### config.mk
export PLATFORM = sky130hd
export DESIGN_NAME = multipath_queue_aware_path_selector
export DESIGN_NICKNAME = d
export VERILOG_FILES = /design/src/hw/rtl/mqps_pkg.sv /design/src/hw/rtl/mqps_cell.sv /design/src/hw/rtl/multipath_queue_aware_path_selector.sv
export SDC_FILE = /design/constraint.sdc
export NUM_CORES = 1
export LEC_CHECK = 0
export ABC_AREA = 1
export ABC_CLOCK_PERIOD_IN_PS = 3100
export BUFFER_PORTS_ARGS = -buffer_cell sky130_fd_sc_hd__buf_2
export CAP_MARGIN = 20
export CORE_ASPECT_RATIO = 1.1
export CORE_UTILIZATION = 62
export DETAILED_ROUTE_END_ITERATION = 12
export GPL_TIMING_DRIVEN = 0
export PLACE_DENSITY = 0.89
export SETUP_SLACK_MARGIN = 0.02
export SLEW_MARGIN = 20
export SYNTH_ARGS = -nofsm -noshare
export SYNTH_HDL_FRONTEND = slang
export SYNTH_HIERARCHICAL = 1
export SYNTH_SLANG_ARGS = --single-unit
### constraint.sdc
create_clock -name clk_i -period 3.1 [get_ports clk_i]
set_input_delay 0.31 -clock clk_i [delete_from_list [all_inputs] [get_ports clk_i]]
set_output_delay 0.31 -clock clk_i [all_outputs]
set_load 0.005 [all_outputs]
### src/hw/rtl/mqps_pkg.sv
package mqps_pkg;

  localparam int unsigned NUM_PATHS  = 8;
  localparam int unsigned QUEUE_BITS = 16;
  localparam int unsigned IDX_W      = $clog2(NUM_PATHS);
  localparam int unsigned CNT_W      = $clog2(NUM_PATHS + 1);

  localparam logic [1:0] ACT_UPDATE = 2'd0;
  localparam logic [1:0] ACT_SELECT = 2'd1;
  localparam logic [1:0] ACT_REWIND = 2'd2;
  localparam logic [1:0] ACT_QUERY  = 2'd3;

  localparam logic [1:0] CFG_PATH_COUNT = 2'd0;
  localparam logic [1:0] CFG_POLICY     = 2'd1;
  localparam logic [1:0] CFG_DISABLED   = 2'd2;
  localparam logic [1:0] CFG_MAIN_USE   = 2'd3;

  typedef enum logic {
    ST_IDLE,
    ST_SCAN
  } state_e;

  typedef struct packed {
    logic [CNT_W-1:0] n;
    logic             sticky;
    logic             main_usable;
    logic             cursor_set;
    logic [IDX_W-1:0] cursor_idx;
  } scan_ctx_t;

  typedef struct packed {
    logic                  valid;
    logic                  done;
    logic                  prev_valid;
    logic [IDX_W-1:0]      prev;
    logic                  window;
    logic                  have_min;
    logic [IDX_W-1:0]      min_idx;
    logic [QUEUE_BITS-1:0] min_q;
    logic                  have_best;
    logic [IDX_W-1:0]      best_idx;
    logic [QUEUE_BITS-1:0] best_q;
    logic                  have_first;
    logic [IDX_W-1:0]      first_idx;
    logic                  have_from;
    logic [IDX_W-1:0]      from_idx;
  } scan_tok_t;

endpackage

### src/hw/rtl/mqps_cell.sv
module mqps_cell (
  input  logic                           clk_i,
  input  logic                           rst_ni,
  input  logic [mqps_pkg::IDX_W-1:0]     cell_idx_i,
  input  logic                           wr_en_i,
  input  logic [mqps_pkg::IDX_W-1:0]     wr_idx_i,
  input  logic                           wr_active_i,
  input  logic [mqps_pkg::QUEUE_BITS-1:0] wr_queue_i,
  input  mqps_pkg::scan_ctx_t            ctx_i,
  input  mqps_pkg::scan_tok_t            tok_i,
  output mqps_pkg::scan_tok_t            tok_o
);
  import mqps_pkg::*;

  logic                  active_q;
  logic [QUEUE_BITS-1:0] queue_q;
  scan_tok_t             tok_d;
  scan_tok_t             tok_q;
  logic                  in_use;
  logic                  match;
  logic                  win;

  always_ff @(posedge clk_i or negedge rst_ni) begin
    if (!rst_ni) begin
      active_q <= 1'b0;
      queue_q  <= '0;
    end else if (wr_en_i && (wr_idx_i == cell_idx_i)) begin
      active_q <= wr_active_i;
      queue_q  <= wr_queue_i;
    end
  end

  always_comb begin
    tok_d  = tok_i;
    in_use = ({1'b0, cell_idx_i} < ctx_i.n);
    match  = 1'b0;
    win    = 1'b0;
    if (tok_i.valid && in_use) begin
      if (ctx_i.sticky) begin
        if (active_q) begin
          if (!tok_i.have_first) begin
            tok_d.have_first = 1'b1;
            tok_d.first_idx  = cell_idx_i;
          end
          if (!tok_i.have_from && (cell_idx_i >= ctx_i.cursor_idx)) begin
            tok_d.have_from = 1'b1;
            tok_d.from_idx  = cell_idx_i;
          end
        end
      end else if (!tok_i.done && !((cell_idx_i == '0) && !ctx_i.main_usable)) begin
        if (active_q) begin
          if (!tok_i.have_min || (queue_q < tok_i.min_q)) begin
            tok_d.have_min = 1'b1;
            tok_d.min_idx  = cell_idx_i;
            tok_d.min_q    = queue_q;
          end
          match = ctx_i.cursor_set ? (tok_i.prev_valid && (tok_i.prev == ctx_i.cursor_idx))
                                   : !tok_i.prev_valid;
          win = tok_i.window || match;
          tok_d.window = win;
          if (win && (!tok_i.have_best || (queue_q < tok_i.best_q))) begin
            tok_d.have_best = 1'b1;
            tok_d.best_idx  = cell_idx_i;
            tok_d.best_q    = queue_q;
            tok_d.done      = (queue_q == '0);
          end
        end
        tok_d.prev       = cell_idx_i;
        tok_d.prev_valid = 1'b1;
      end
    end
  end

  always_ff @(posedge clk_i or negedge rst_ni) begin
    if (!rst_ni) begin
      tok_q <= '0;
    end else begin
      tok_q <= tok_d;
    end
  end

  assign tok_o = tok_q;

endmodule

### src/hw/rtl/multipath_queue_aware_path_selector.sv
// Update and rewind requests take effect on acceptance and raise no done; a query, or a select with no paths or with
// multipath disabled, puts its result out in the cycle after acceptance.
// Any other select scans the path cells one per cycle with busy high while it scans;
// its result is registered after the last cell, and no new request is accepted until then.
// The receiver cannot stall. Reset is asynchronous and active low: all paths inactive with
// empty queues, no cursor, path count zero and the main path usable.
module multipath_queue_aware_path_selector (
  input  logic        clk_i,
  input  logic        rst_ni,
  input  logic        start,
  output logic        busy,
  input  logic [1:0]  action_i,
  input  logic [2:0]  path_index_i,
  input  logic        path_up_i,
  input  logic [15:0] queue_length_i,
  output logic        done_o,
  output logic [2:0]  chosen_path_o,
  output logic        chosen_valid_o,
  input  logic        cfg_valid_i,
  output logic        cfg_ready_o,
  input  logic [1:0]  cfg_index_i,
  input  logic [3:0]  cfg_data_i
);
  import mqps_pkg::*;

  state_e           state_q, state_d;
  logic [3:0]       path_count_q;
  logic             policy_q;
  logic             disabled_q;
  logic             main_use_q;
  logic [IDX_W-1:0] cursor_q, cursor_d;
  logic             cursor_set_q, cursor_set_d;
  logic             done_q, done_d;
  logic [IDX_W-1:0] path_q, path_d;
  logic             pvalid_q, pvalid_d;

  logic             accept;
  logic             wr_en;
  logic             launch;
  logic [CNT_W-1:0] n;
  logic [IDX_W-1:0] final_idx;
  scan_ctx_t        ctx;
  scan_tok_t        tok [NUM_PATHS+1];

  assign accept      = start && !busy;
  assign cfg_ready_o = 1'b1;
  assign n = (path_count_q > 4'(NUM_PATHS)) ? CNT_W'(NUM_PATHS) : CNT_W'(path_count_q);

  always_ff @(posedge clk_i or negedge rst_ni) begin
    if (!rst_ni) begin
      path_count_q <= '0;
      policy_q     <= 1'b0;
      disabled_q   <= 1'b0;
      main_use_q   <= 1'b1;
    end else if (cfg_valid_i) begin
      case (cfg_index_i)
        CFG_PATH_COUNT: path_count_q <= cfg_data_i;
        CFG_POLICY:     policy_q     <= cfg_data_i[0];
        CFG_DISABLED:   disabled_q   <= cfg_data_i[0];
        CFG_MAIN_USE:   main_use_q   <= cfg_data_i[0];
        default:        path_count_q <= path_count_q;
      endcase
    end
  end

  always_comb begin
    ctx.n           = n;
    ctx.sticky      = policy_q;
    ctx.main_usable = main_use_q;
    ctx.cursor_set  = cursor_set_q;
    ctx.cursor_idx  = cursor_q;
  end

  always_comb begin
    tok[0]       = '0;
    tok[0].valid = launch;
  end

  for (genvar k = 0; k < NUM_PATHS; k++) begin : g_cell
    mqps_cell u_cell (
      .clk_i       (clk_i),
      .rst_ni      (rst_ni),
      .cell_idx_i  (IDX_W'(k)),
      .wr_en_i     (wr_en),
      .wr_idx_i    (path_index_i[IDX_W-1:0]),
      .wr_active_i (path_up_i),
      .wr_queue_i  (queue_length_i[QUEUE_BITS-1:0]),
      .ctx_i       (ctx),
      .tok_i       (tok[k]),
      .tok_o       (tok[k+1])
    );
  end

  always_comb begin
    final_idx = '0;
    if (policy_q) begin
      if (cursor_set_q && (n >= CNT_W'(2)) && ({1'b0, cursor_q} < n) &&
          tok[NUM_PATHS].have_from) begin
        final_idx = tok[NUM_PATHS].from_idx;
      end else if (tok[NUM_PATHS].have_first) begin
        final_idx = tok[NUM_PATHS].first_idx;
      end
    end else if (tok[NUM_PATHS].have_best) begin
      final_idx = tok[NUM_PATHS].best_idx;
    end else if (tok[NUM_PATHS].have_min) begin
      final_idx = tok[NUM_PATHS].min_idx;
    end
  end

  always_comb begin
    state_d = state_q;
    case (state_q)
      ST_IDLE: begin
        if (accept && (action_i == ACT_SELECT) && (n != '0) && !disabled_q) begin
          state_d = ST_SCAN;
        end
      end
      ST_SCAN: begin
        if (tok[NUM_PATHS].valid) begin
          state_d = ST_IDLE;
        end
      end
      default: state_d = ST_IDLE;
    endcase
  end

  always_comb begin
    busy         = (state_q == ST_SCAN);
    wr_en        = 1'b0;
    launch       = 1'b0;
    cursor_d     = cursor_q;
    cursor_set_d = cursor_set_q;
    done_d       = 1'b0;
    path_d       = '0;
    pvalid_d     = 1'b0;
    case (state_q)
      ST_IDLE: begin
        if (accept) begin
          case (action_i)
            ACT_UPDATE: wr_en = 1'b1;
            ACT_REWIND: cursor_set_d = 1'b0;
            ACT_SELECT: begin
              if (n == '0) begin
                cursor_set_d = 1'b0;
                done_d       = 1'b1;
              end else if (disabled_q) begin
                cursor_d     = '0;
                cursor_set_d = 1'b1;
                done_d       = 1'b1;
                pvalid_d     = 1'b1;
              end else begin
                launch = 1'b1;
              end
            end
            ACT_QUERY: begin
              done_d = 1'b1;
              if (n == '0) begin
                pvalid_d = 1'b0;
              end else if (!cursor_set_q || (n < CNT_W'(2))) begin
                pvalid_d = 1'b1;
              end else if ({1'b0, cursor_q} < n) begin
                path_d   = cursor_q;
                pvalid_d = 1'b1;
              end
            end
            default: wr_en = 1'b0;
          endcase
        end
      end
      ST_SCAN: begin
        if (tok[NUM_PATHS].valid) begin
          cursor_d     = final_idx;
          cursor_set_d = 1'b1;
          done_d       = 1'b1;
          path_d       = final_idx;
          pvalid_d     = 1'b1;
        end
      end
      default: done_d = 1'b0;
    endcase
  end

  always_ff @(posedge clk_i or negedge rst_ni) begin
    if (!rst_ni) begin
      state_q      <= ST_IDLE;
      cursor_q     <= '0;
      cursor_set_q <= 1'b0;
      done_q       <= 1'b0;
      path_q       <= '0;
      pvalid_q     <= 1'b0;
    end else begin
      state_q      <= state_d;
      cursor_q     <= cursor_d;
      cursor_set_q <= cursor_set_d;
      done_q       <= done_d;
      path_q       <= path_d;
      pvalid_q     <= pvalid_d;
    end
  end

  assign done_o         = done_q;
  assign chosen_path_o  = 3'(path_q);
  assign chosen_valid_o = pvalid_q;

endmodule
### Yosys cells after proc, flatten, opt, wreduce, memory -nomap -nowiden

Cells that the tools add are included.

* logic and storage cells: 466
* memories: 0
* bits in latches: 0
* RAM bits: 0
* memory bits (read-only): 0
* bits in registers: 555

* shift operators: 0
* muxes and demuxes: 149
* $add $sub $neg: 0
* divide/modulo/power cells: 0
* bitwise operators: 1
* equal/unequal tests: 27
* order comparisons: 34
* multipliers: 0
* reduce and logical (&&, ||, !) cells: 115

Operators with widths (number)
* 46-bit 2-to-1 mux: 14
* 54-bit 2-to-1 mux: 7
* 20-bit 2-to-1 mux: 15
* 41-bit 2-to-1 mux: 7
* 16-bit less-than comparator: 14
* 8-bit 2-to-1 mux: 16
* 40-bit 2-to-1 mux: 3
* 16-bit zero test: 7
* 3-bit 2-to-1 mux: 23
* 48-bit 2-to-1 mux: 1
* 1-bit 2-to-1 mux: 45
* 1-bit logical AND: 44
* 4-bit 2-to-1 mux: 9
* 1-bit zero test: 31
* 1-bit logical OR: 22
* 3-bit equality test: 7
* 3-bit by 4-bit less-than comparator with 1-bit output, first input constant: 4
* 1-bit case mux with 2 select lines: 7
* 3-bit equality test, second input constant: 4
* 3-bit greater-or-equal comparator, first input constant: 4
* 3-bit case mux with 2 select lines: 2
* 2-bit equality test, second input constant: 4
* 1-bit by 4-bit less-than comparator with 1-bit output, first input constant: 2
* 2-bit by 4-bit less-than comparator with 1-bit output, first input constant: 2
* other kinds (21): 32

### Depth between registers and ports, before layout

* depth after elaboration: 10
* depth in mapped cells: 16
* depth with buffers taken out: 15

### Hierarchy

The synthesis kept the hierarchy.

Modules (own cells, without submodules)
* mqps_cell (g_cell[0].u_cell ...): cells each 472, area an instance 3847.4 um^2, seq. area each 1801.7 um^2, instances 5
* mqps_cell (g_cell[5].u_cell ...): cells each 470, area an instance 3843.7 um^2, seq. area each 1801.7 um^2, instances 3
* multipath_queue_aware_path_selector: cells each 142, area an instance 1033.5 um^2, seq. area each 426.7 um^2, instances 1

### Worst setup path after synthesis

OpenSTA, ideal clock, no wires.

* kind: register -> register
* start point: register path_count_q[0]
* end point: register g_cell[2].u_cell.tok_q, in the netlist g_cell[2].u_cell/tok_o[17]
* clock period less this slack: 2.201 ns
* arrival time: 2.084 ns
* stages on the path, launching flop included: 14
* setup time: 0.117 ns
* slack: 0.899 ns
* buffers on the path: 1
* required time: 2.983 ns
* cells stage by stage: dfrtp_1 > nor2_1 > nand2_1 > a21boi_0 > nand2_1 > nand2_1 > nand2_1 > nand2_1 > nand4_4 > nor3_4 > nand2_4 > buf_6 > nand2_1 > nand2_1

RTL lines
* start: declaration: RTL line multipath_queue_aware_path_selector.sv:27 `logic [3:0] path_count_q;`
* start signal: assignment: RTL line multipath_queue_aware_path_selector.sv:57 `CFG_PATH_COUNT: path_count_q <= cfg_data_i;`
* start signal: assignment: RTL line multipath_queue_aware_path_selector.sv:61 `default: path_count_q <= path_count_q;`
* end signal: assignment: RTL line mqps_cell.sv:78 `tok_q <= tok_d;`
* end: declaration: RTL line mqps_cell.sv:18 `scan_tok_t tok_q;`

==> run metrics <==
HP Start cfg_index_i[0]; die footprint 49,900 sq um; drt wl/cell 15.6 microns; initial drt markers ~1,600; post-placement cell area 32,300 sq um; Via Count 25,100; Worst path max stage delay 0.41 ns; # fillers 3,544; GRT Total Usage 0.308; IO Port Bufs 37; area of the multi-input gates 14,600 sq um; gr busiest metal met2; switching share of power 0.249; FF/Latch Area 13,900 sq um; HPWL Detailed around 55,000 microns; CTS max path bufs 3; CTS root buffer clkbuf_16; CTS tree done; status complete, no violations; Final nets between 4,000 and 5,000; Initial DRT Pass Iterations 6; # setup viols final 0; r2r startpoint path_count_q[0]; via/cell ratio 5.24; clock skew 0.0190 ns; Worst EP arrival 3.45 ns; Comb power frac 0.089; Overflow after GRT 0; synthesized cell area 30,400 sq um; setup bufs post-CTS 0; largest net degree at the start of global routing 109; most frequent cells in the layout 1,147 x nand2_1, 557 x inv_1, 554 x dfrtp_1, 320 x nand3_1, 282 x ha_1; initial antenna violation count 2; Worst Path Required 3.60 ns; Critical Path Fanout Max 10; Die Span Y 234 microns; CP Cell Sequence nor2_1 > nand2_1 > nand2_1 > nand2_1 > clkinvlp_4 > inv_1 > ha_1 > nand2_1 > nand2_1 > nand2_1 > nand4_4 > nor2_2 > nand2_2 > buf_2 > nand2_1 > nand2_1; M3 GR Usage 0.0376; syn avg cell area 8.07 sq um; P_int 11.8 mW; area of the core approximately 48,000 sq um; die width 213 microns; pre-CTS WS 0.107 ns; Clock power frac 0.418; Reg2Reg Setup Slack 0.15 ns; Worst Hold Class in2reg; commonest non-fill, non-tap cell in the layout nand2_1; vias in the first global route 24,900; hold path depth 3; most frequent CP cell nand2_1; CP Launch Type register; pins over their slew limit 0; Max transition margin 0.243; Lkg Pwr 19.3 nW; Reg power frac 0.493; # IOs 39; # clock sinks 555; Max Cap Viol 0; Mapped Cells 3,760; layout cells sized above 1 0.0719; Worst-Skew Late Latency 0.62 ns; final wirelength 74,300 microns; Final Hold Fails 0; net load switching power 3.91 mW; Final Util 0.713; area grow syn2layout 12.9%; Final min period 2.95 ns; worst reg2reg path endpoint g_cell[1].u_cell/tok_o[39]; endpoint class of the critical path register; maximum clock rate 0.338 GHz; R2R cell count 16; Final period util 0.953; H-tree depth 2; first-pass GRT wire length 121,000 microns; met2 Use GR 0.562; CP endpoint g_cell[1].u_cell/tok_o[39]; worst setup margin 0.145 ns; Tightest Pin Transition around 1.1 ns; design area 34,300 sq um; Starting Density 0.632; antenna-violating nets left 0; Power Density 459 nW/um^2; CP max stage cell dfrtp_1; YS warnings 6; Max VDD drop approximately 0.5 mV; CTS Buf Count 55; Clock transition at path regs around 0.07 ns; Rows 84; GPL Wtd Cong 0.938; routing usage on met1 0.341; critical path startpoint path_count_q[0]; Crit Path Category reg2reg; DRC Markers 0
==> metal layers <==
metal  share of wire  wire (microns)
met3           0.047            3530
met5               0               0
met2            0.51           37900
met4           0.062            4630
met1            0.38           28300
==> power by group through the flow <==
stage               combinational, mW  clock, mW  sequential [mW]
CTS                              1.35       6.67             7.75
global route                     1.62       6.97             7.78
finish                           1.40       6.58             7.76
global placement                 1.21          0             7.87
floorplan                       0.877          0             7.80
detailed placement               1.32          0             7.88
==> critical path: cells and delay by family, from the launching register on <==
| family | cells | cell delay (ns) |
|---|---|---|
| adder cells (fa/ha/maj) | 1 | 0.28 |
| buffers and inverters | 3 | 0.55 |
| flip-flops | 1 | 0.41 |
| AND/OR/NAND/NOR | 12 | 1.59 |
==> timing repair <==
item	in CTS	in global routing
gates resized for setup	0	5
hold buffers	10	0
endpoints found under the setup margin	0	151
hold endpoints to repair	64	0
==> final cells by class <==
type,instances,area share
Clock inverter,17,0.00522
Timing Repair Buffer,54,0.0139
Antenna cell,2,0.000146
Sequential cell,555,0.405
Clock buffer,85,0.0470
Multi-Input combinational cell,2741,0.425
Tap cell,645,0.0236
Buffer,104,0.0165
Inverter,575,0.0631
==> registers in the layout, summed over array words and instances, names as in the netlist <==
| register | flops |
|---|---|
| g_cell.u_cell/queue_q | 128 |
| path_count_q | 4 |
| disabled_q | 1 |
| busy | 1 |
| g_cell.u_cell/active_q | 8 |
| chosen_valid_o | 1 |
| g_cell.u_cell/tok_o | 402 |
| policy_q | 1 |
| main_use_q | 1 |
| done_o | 1 |
| cursor_q | 3 |
| cursor_set_q | 1 |
| chosen_path_o | 3 |
==> worst min-delay path by stage <==
stage	slack, ns	endpoint
2_1_floorplan	0.01	busy
3_3_place_gp	0.43	g_cell[7].u_cell/tok_o[26]
3_5_place_dp	0.24	chosen_valid_o
4_1_cts	0.001	policy_q
5_1_grt	0.06	policy_q
6_report	0.04	policy_q
==> per-stage QoR <==
stage	instances	total power [mW]	setup TNS [ns]	hold slack, ns
detailed placement	4663	9.19	0	0.237
global route	4778	16.4	-0.0861	0.0578
CTS	4775	15.8	0	0.00129
floorplan	3975	8.68	0	0.0144
finish	4778	15.7	0	0.0367
global placement	4657	9.09	-4865.53	0.431
Power figures use the tool's default switching activity.
